**src/rtl/core/fmqd_pkg.sv**
```systemverilog
// Shared types and constants of the FM quadrature demodulator.
package fmqd_pkg;

    localparam int unsigned DATA_W = 32;
    localparam int unsigned GAIN_W = 16;

    // pi/4 and 3*pi/4 with 30 fraction bits
    localparam logic [DATA_W-1:0] PI4_Q30  = 32'd843314856;
    localparam logic [DATA_W-1:0] PI34_Q30 = 32'd2529944569;

    typedef enum logic [3:0] {
        ST_IDLE,
        ST_RE_A,
        ST_RE_B,
        ST_IM_A,
        ST_IM_B,
        ST_IM_SUM,
        ST_AY,
        ST_DIV_PREP,
        ST_DIV_START,
        ST_DIV_WAIT,
        ST_ANGLE,
        ST_SCALE,
        ST_GAIN,
        ST_DONE
    } fmqd_state_t;

    typedef struct packed {
        logic              start;
        logic [DATA_W-1:0] num;
        logic [DATA_W-1:0] den;
    } fmqd_div_req_t;

endpackage

```
**src/rtl/core/fm_quadrature_demodulator.sv**
```systemverilog
// Top level of the FM quadrature demodulator with a one-division arctangent.
//
// Usage:
//   Input channel: sample_real / sample_imag with sample_valid and sample_stall.
//   A request is taken at a rising edge with sample_valid high and sample_stall
//   low. Each request gives exactly one demod_value request on the output
//   channel (demod_valid / demod_stall), the phase step between this sample and
//   the previous one, scaled by demod_gain and shifted right by FRAC_BITS.
//   demod_gain is to be written with demod_gain_we / demod_gain_data while idle; not enforced.
//
// Processing and throughput:
//   A sample passes through the serial divider (32 steps plus setup and sign fix)
//   and makes six passes through the one shared 32x32 multiplier. sample_stall
//   is high from acceptance until the result is written to the output register,
//   so no new sample is taken before the block is through with the last one.
//
// Reset: the previous sample is cleared to (0, 0), demod_gain returns to 758,
//   the output is empty and the block is ready at once.
// Receiver stall: the result is held in the output register. The block takes
//   the next sample meanwhile, and holds its finished result until the output
//   register frees.
module fm_quadrature_demodulator #(
    parameter int unsigned FRAC_BITS = 10
) (
    input  logic                                clk,
    input  logic                                rst_n,
    input  logic                                demod_gain_we,
    input  logic [fmqd_pkg::GAIN_W-1:0]         demod_gain_data,
    input  logic                                sample_valid,
    output logic                                sample_stall,
    input  logic signed [fmqd_pkg::DATA_W-1:0]  sample_real,
    input  logic signed [fmqd_pkg::DATA_W-1:0]  sample_imag,
    output logic                                demod_valid,
    input  logic                                demod_stall,
    output logic signed [fmqd_pkg::DATA_W-1:0]  demod_value
);

    localparam int unsigned W = fmqd_pkg::DATA_W;
    localparam logic [W-1:0] Q1 = fmqd_pkg::PI4_Q30 >> (30 - FRAC_BITS);
    localparam logic [W-1:0] Q3 = fmqd_pkg::PI34_Q30 >> (30 - FRAC_BITS);
    localparam logic [fmqd_pkg::GAIN_W-1:0] GAIN_RESET = 16'd758;

    fmqd_pkg::fmqd_state_t state_reg, state_next;

    logic [fmqd_pkg::GAIN_W-1:0] gain_reg;
    logic [W-1:0] last_real_reg, last_real_next;
    logic [W-1:0] last_imag_reg, last_imag_next;
    logic [W-1:0] cur_real_reg, cur_real_next;
    logic [W-1:0] cur_imag_reg, cur_imag_next;
    logic [W-1:0] npq_reg, npq_next;
    logic [W-1:0] re_reg, re_next;
    logic [W-1:0] im_reg, im_next;
    logic [W-1:0] ay_reg, ay_next;
    logic [W-1:0] num_reg, num_next;
    logic [W-1:0] den_reg, den_next;
    logic [W-1:0] ang_reg, ang_next;
    logic [W-1:0] out_reg, out_next;
    logic         out_valid_reg, out_valid_next;

    logic [W-1:0] op_a, op_b, product, prod_asr;
    logic [W-1:0] quotient;
    logic         div_done;
    logic         out_free;
    fmqd_pkg::fmqd_div_req_t div_req;

    fmqd_mul u_mul (
        .clk     (clk),
        .op_a    (op_a),
        .op_b    (op_b),
        .product (product)
    );

    fmqd_div u_div (
        .clk      (clk),
        .rst_n    (rst_n),
        .req      (div_req),
        .done     (div_done),
        .quotient (quotient)
    );

    assign prod_asr = W'($signed(product) >>> FRAC_BITS);
    assign out_free = !out_valid_reg || !demod_stall;

    always_comb
    begin
        state_next     = state_reg;
        last_real_next = last_real_reg;
        last_imag_next = last_imag_reg;
        cur_real_next  = cur_real_reg;
        cur_imag_next  = cur_imag_reg;
        npq_next       = npq_reg;
        re_next        = re_reg;
        im_next        = im_reg;
        ay_next        = ay_reg;
        num_next       = num_reg;
        den_next       = den_reg;
        ang_next       = ang_reg;
        out_next       = out_reg;
        out_valid_next = out_valid_reg && demod_stall;
        op_a           = last_real_reg;
        op_b           = cur_real_reg;
        div_req.start  = 1'b0;
        div_req.num    = num_reg;
        div_req.den    = den_reg;

        case (state_reg)
            fmqd_pkg::ST_IDLE:
            begin
                if (sample_valid)
                begin
                    cur_real_next = sample_real;
                    cur_imag_next = sample_imag;
                    npq_next      = ~last_imag_reg + 1'b1;
                    state_next    = fmqd_pkg::ST_RE_A;
                end
            end
            fmqd_pkg::ST_RE_A:
            begin
                // issue pr*r
                state_next = fmqd_pkg::ST_RE_B;
            end
            fmqd_pkg::ST_RE_B:
            begin
                op_a       = npq_reg;
                op_b       = cur_imag_reg;
                re_next    = prod_asr;
                state_next = fmqd_pkg::ST_IM_A;
            end
            fmqd_pkg::ST_IM_A:
            begin
                op_a       = last_real_reg;
                op_b       = cur_imag_reg;
                re_next    = re_reg - prod_asr;
                state_next = fmqd_pkg::ST_IM_B;
            end
            fmqd_pkg::ST_IM_B:
            begin
                op_a       = npq_reg;
                op_b       = cur_real_reg;
                im_next    = prod_asr;
                state_next = fmqd_pkg::ST_IM_SUM;
            end
            fmqd_pkg::ST_IM_SUM:
            begin
                im_next    = im_reg + prod_asr;
                state_next = fmqd_pkg::ST_AY;
            end
            fmqd_pkg::ST_AY:
            begin
                // |im| + 1 in one add; the most negative im wraps
                ay_next    = im_reg[W-1] ? (~im_reg + W'(2)) : (im_reg + W'(1));
                state_next = fmqd_pkg::ST_DIV_PREP;
            end
            fmqd_pkg::ST_DIV_PREP:
            begin
                if (!re_reg[W-1])
                begin
                    num_next = W'((re_reg - ay_reg) << FRAC_BITS);
                    den_next = re_reg + ay_reg;
                end
                else
                begin
                    num_next = W'((re_reg + ay_reg) << FRAC_BITS);
                    den_next = ay_reg - re_reg;
                end
                state_next = fmqd_pkg::ST_DIV_START;
            end
            fmqd_pkg::ST_DIV_START:
            begin
                div_req.start = 1'b1;
                state_next    = fmqd_pkg::ST_DIV_WAIT;
            end
            fmqd_pkg::ST_DIV_WAIT:
            begin
                if (div_done)
                    state_next = fmqd_pkg::ST_ANGLE;
            end
            fmqd_pkg::ST_ANGLE:
            begin
                op_a       = Q1;
                op_b       = quotient;
                state_next = fmqd_pkg::ST_SCALE;
            end
            fmqd_pkg::ST_SCALE:
            begin
                // base minus correction, negated for a negative im
                if (im_reg[W-1])
                    ang_next = prod_asr - (re_reg[W-1] ? Q3 : Q1);
                else
                    ang_next = (re_reg[W-1] ? Q3 : Q1) - prod_asr;
                state_next = fmqd_pkg::ST_GAIN;
            end
            fmqd_pkg::ST_GAIN:
            begin
                op_a       = W'(gain_reg);
                op_b       = ang_reg;
                state_next = fmqd_pkg::ST_DONE;
            end
            fmqd_pkg::ST_DONE:
            begin
                // keep the product steady while the output register is full
                op_a = W'(gain_reg);
                op_b = ang_reg;
                if (out_free)
                begin
                    out_next       = prod_asr;
                    out_valid_next = 1'b1;
                    last_real_next = cur_real_reg;
                    last_imag_next = cur_imag_reg;
                    state_next     = fmqd_pkg::ST_IDLE;
                end
            end
            default:
            begin
                state_next = fmqd_pkg::ST_IDLE;
            end
        endcase
    end

    always_ff @(posedge clk or negedge rst_n)
    begin
        if (!rst_n)
        begin
            state_reg     <= fmqd_pkg::ST_IDLE;
            gain_reg      <= GAIN_RESET;
            last_real_reg <= '0;
            last_imag_reg <= '0;
            out_valid_reg <= 1'b0;
        end
        else
        begin
            state_reg     <= state_next;
            last_real_reg <= last_real_next;
            last_imag_reg <= last_imag_next;
            out_valid_reg <= out_valid_next;
            if (demod_gain_we)
                gain_reg <= demod_gain_data;
        end
    end

    always_ff @(posedge clk)
    begin
        cur_real_reg <= cur_real_next;
        cur_imag_reg <= cur_imag_next;
        npq_reg      <= npq_next;
        re_reg       <= re_next;
        im_reg       <= im_next;
        ay_reg       <= ay_next;
        num_reg      <= num_next;
        den_reg      <= den_next;
        ang_reg      <= ang_next;
        out_reg      <= out_next;
    end

    assign sample_stall = (state_reg != fmqd_pkg::ST_IDLE);
    assign demod_valid  = out_valid_reg;
    assign demod_value  = out_reg;

endmodule

```
**src/rtl/core/fmqd_mul.sv**
```systemverilog
// Shared 32x32 multiplier, low half of the product, registered.
module fmqd_mul (
    input  logic                          clk,
    input  logic [fmqd_pkg::DATA_W-1:0]   op_a,
    input  logic [fmqd_pkg::DATA_W-1:0]   op_b,
    output logic [fmqd_pkg::DATA_W-1:0]   product
);

    logic [fmqd_pkg::DATA_W-1:0] prod_reg;

    // wraps to the word width
    always_ff @(posedge clk)
    begin
        prod_reg <= op_a * op_b;
    end

    assign product = prod_reg;

endmodule

```
**src/rtl/core/fmqd_div.sv**
```systemverilog
// Bit-serial signed divider, truncating toward zero, zero divisor gives zero.
module fmqd_div (
    input  logic                          clk,
    input  logic                          rst_n,
    input  fmqd_pkg::fmqd_div_req_t       req,
    output logic                          done,
    output logic [fmqd_pkg::DATA_W-1:0]   quotient
);

    localparam int unsigned W  = fmqd_pkg::DATA_W;
    localparam int unsigned CW = $clog2(W);

    logic          busy_reg, busy_next;
    logic          fix_reg, fix_next;
    logic          done_reg, done_next;
    logic [CW-1:0] count_reg, count_next;
    logic [W-1:0]  rem_reg, rem_next;
    logic [W-1:0]  quo_reg, quo_next;
    logic [W-1:0]  dmag_reg, dmag_next;
    logic          neg_reg, neg_next;
    logic [W-1:0]  result_reg, result_next;

    logic [W:0]    trial;
    logic [W:0]    diff;

    always_comb
    begin
        trial       = {rem_reg, quo_reg[W-1]};
        diff        = trial - {1'b0, dmag_reg};
        busy_next   = busy_reg;
        fix_next    = 1'b0;
        done_next   = done_reg;
        count_next  = count_reg;
        rem_next    = rem_reg;
        quo_next    = quo_reg;
        dmag_next   = dmag_reg;
        neg_next    = neg_reg;
        result_next = result_reg;
        if (req.start)
        begin
            busy_next  = 1'b1;
            done_next  = 1'b0;
            count_next = CW'(W - 1);
            rem_next   = '0;
            quo_next   = req.num[W-1] ? (~req.num + 1'b1) : req.num;
            dmag_next  = req.den[W-1] ? (~req.den + 1'b1) : req.den;
            neg_next   = req.num[W-1] ^ req.den[W-1];
        end
        else if (busy_reg)
        begin
            // one restoring step per cycle
            if (!diff[W])
            begin
                rem_next = diff[W-1:0];
                quo_next = {quo_reg[W-2:0], 1'b1};
            end
            else
            begin
                rem_next = trial[W-1:0];
                quo_next = {quo_reg[W-2:0], 1'b0};
            end
            count_next = count_reg - 1'b1;
            if (count_reg == '0)
            begin
                busy_next = 1'b0;
                fix_next  = 1'b1;
            end
        end
        else if (fix_reg)
        begin
            // apply sign, force zero for a zero divisor
            if (dmag_reg == '0)
                result_next = '0;
            else if (neg_reg)
                result_next = ~quo_reg + 1'b1;
            else
                result_next = quo_reg;
            done_next = 1'b1;
        end
    end

    always_ff @(posedge clk or negedge rst_n)
    begin
        if (!rst_n)
        begin
            busy_reg  <= 1'b0;
            fix_reg   <= 1'b0;
            done_reg  <= 1'b0;
            count_reg <= '0;
        end
        else
        begin
            busy_reg  <= busy_next;
            fix_reg   <= fix_next;
            done_reg  <= done_next;
            count_reg <= count_next;
        end
    end

    always_ff @(posedge clk)
    begin
        rem_reg    <= rem_next;
        quo_reg    <= quo_next;
        dmag_reg   <= dmag_next;
        neg_reg    <= neg_next;
        result_reg <= result_next;
    end

    assign done     = done_reg;
    assign quotient = result_reg;

endmodule

```
**config.mk**
```make
export PLATFORM = sky130hd
export DESIGN_NAME = fm_quadrature_demodulator
export DESIGN_NICKNAME = d
export VERILOG_FILES = /design/src/rtl/core/fmqd_pkg.sv /design/src/rtl/core/fm_quadrature_demodulator.sv /design/src/rtl/core/fmqd_mul.sv /design/src/rtl/core/fmqd_div.sv
export SDC_FILE = /design/constraint.sdc
export NUM_CORES = 2
export LEC_CHECK = 0
export BUFFER_PORTS_ARGS = -buffer_cell sky130_fd_sc_hd__buf_2
export CAP_MARGIN = 40
export CORE_ASPECT_RATIO = 1.25
export CORE_UTILIZATION = 50
export DETAILED_ROUTE_END_ITERATION = 16
export GPL_ROUTABILITY_DRIVEN = 0
export PLACE_DENSITY_LB_ADDON = 0.3
export SYNTH_ARGS = -nofsm -noshare
export SYNTH_HDL_FRONTEND = slang
export SYNTH_HIERARCHICAL = 1
export SYNTH_SLANG_ARGS = --single-unit
```
**constraint.sdc**
```tcl
create_clock -name clk -period 9.95 [get_ports clk]
set_input_delay 0.995 -clock clk [delete_from_list [all_inputs] [get_ports clk]]
set_output_delay 0.995 -clock clk [all_outputs]
set_load 0.005 [all_outputs]
```
==> metrics.yaml <==
timing:
  setup_viol_count_final: 0
  tns_ns: 0
  maxSlewHeadroom_pct: 32.3
  hold_viol_final: 0
  rsz0062_at_grt: "no"
  min_period_ns: 9.50
  tightest_slew_ns: 1.01
  maxSlewViolCount: 0
  clock_skew_ns: 0.0344
  fmax_ghz: 0.105
  fin_crit_sh_pct: 95.5
synth:
  postSynthAreaPerCell_um2: 9.63
  syn-cell-area_mm2: 0.0493
  synth_cells: 5119
  yosysWarnings: 6
routing:
  wl_um: 144000
  drt_iter0_markers: 3213
  route.detailed.drc: 0
  vias_per_cell: 5.85
  vias: 38300
  ant_nets: 0
  routedWlPerCell_um: 22.0
  dr.pass1.iters: 10
final_layout:
  nets: 6008
  drive_above_1_share_pct: 9.35
  nFillCells: 8612
  syn_to_final_growth_pct: 8.94
cts:
  clk_pin_slew_ns: 0.07
  cts_resized: 0
  clock-sinks: 534
  cts_setup_buffers: 0
  cts_root_buffer: "clkbuf_16"
  cts_tree: "yes"
  numCtsBuffers: 59
  clk_latency_ns: 0.67
  cts_hold_buf: 0
  htreeDepth: 2
  max-clock-path-buffers: 3
floorplanning:
  die-area_mm2: 0.0999
  pin_count: 119
  die_y_um: 353
  core_area_mm2: 0.0975
  rows: 128
  die_x_um: 283
  initial_core_util_pct: 50.6
setup_path:
  worst-path-max-fanout: 27
  crit_top_cell: "fa_1"
  crit_type: "flop to flop"
  worstPathRequired_ns: 10.53
  crit_path_top_delay_cell: "inv_1"
  critPathArrivalTime_ns: 10.09
  end_kind: "flop"
  startpoint_type: "flop"
  crit_path_max_incr_delay_ns: 0.66
global_route:
  grt_max_degree: 66
  grt_pass1_wl_um: 222000
  antenna_found_initial: 5
  grt-ovfl-total: 0
  grtUsageTotal_pct: 28.7
  grt_pass1_vias: 38600
placement:
  port_buffers: 118
  dp_hpwl_um: 113000
min_path:
  hold_class: "input port to asynchronous set/reset pin"
flow_run:
  maxCapViolCount: 0
outcome:
  status: "finished clean"
==> critical path, delay by kind of cell (launching register included) <==
kind	cells	cell delay (ns)
buffers and inverters	6	1.25
AOI/OAI and AO/OA	7	1.77
and+or+nand+nor	5	1.47
xor gates and xnor gates	1	0.15
DFF	1	0.48
adders and majority gates	9	4.28
==> worst paths after layout <==
kind / start / to / slack (ns) / cells past startpoint
setup / recovery: state_reg[3] / u_mul/product[29] / 0.45 / 28
hold / removal: rst_n / last_imag_reg[4] / 0.30 / 1
setup reg to reg: state_reg[3] / u_mul/product[29] / 0.45 / 28
hold reg to reg: u_div/rem_reg[18] / u_div/rem_reg[18] / 0.49 / 2
max in group asynchronous: rst_n / last_real_reg[29] / 8.38 / 2
min in group clk: sample_imag[5] / cur_imag_reg[5] / 0.49 / 1
==> stage by stage <==
step / setup WS (ns) / utilization, % / std cells / instance area, µm² / hold WS, ns
floorplan: 0.479 / - / 5154 / 49400 / 0.432
global placement: 0.806 / 52.8 / 6419 / 51500 / 0.472
detailed placement: 0.719 / 53.0 / 6427 / 51700 / 0.483
CTS: 0.612 / 55.1 / 6539 / 53700 / 0.296
global route: 0.0314 / 55.1 / 6539 / 53700 / 0.322
finish: 0.445 / 55.1 / 6544 / 53700 / 0.300
==> cell type report <==
| cell class | count | area (µm²) | area share (%) |
|---|---|---|---|
| Clock buffer | 70 | 1550 | 2.88 |
| Sequential cell | 534 | 15000 | 28.0 |
| Tap cell | 1300 | 1630 | 3.03 |
| Clock inverter | 42 | 499 | 0.929 |
| Inverter | 558 | 2090 | 3.90 |
| Timing Repair Buffer | 221 | 1430 | 2.65 |
| Antenna cell | 5 | 12.5 | 0.0233 |
| Multi-Input combinational cell | 3814 | 31500 | 58.6 |
==> metal layers <==
layer  GRT usage [%]  vias up  wire length [µm]
li1                -    17600                 -
met1            33.5    18700             53700
met2            49.7     1554             70300
met3            3.54      445              9350
met4            19.2        2             10800
met5               0        -                15
==> cells in the final DEF (no fill, tap or decap), drive strengths merged, types with 31 or more instances in the layout <==
| cell type | count |
|---|---|
| xor2 | 130 |
| nand2 | 455 |
| nand2b | 36 |
| o21ai | 239 |
| o31ai | 42 |
| conb | 36 |
| xnor2 | 256 |
| dfrtp | 86 |
| buf | 221 |
| ha | 319 |
| a21o | 75 |
| and2 | 386 |
| a211oi | 47 |
| clkbuf | 70 |
| nor3 | 75 |
| mux2 | 84 |
| nand3 | 56 |
| dfxtp | 54 |
| mux2i | 38 |
| nor4 | 40 |
| inv | 559 |
| nand4 | 37 |
| a31oi | 51 |
| a22oi | 31 |
| fa | 416 |
| edfxtp | 387 |
| nor2 | 299 |
| a21oi | 280 |
Power is left out: the tool's default activity adds up to more than one toggle a clock period on the data nets, which glitch-free logic cannot reach.
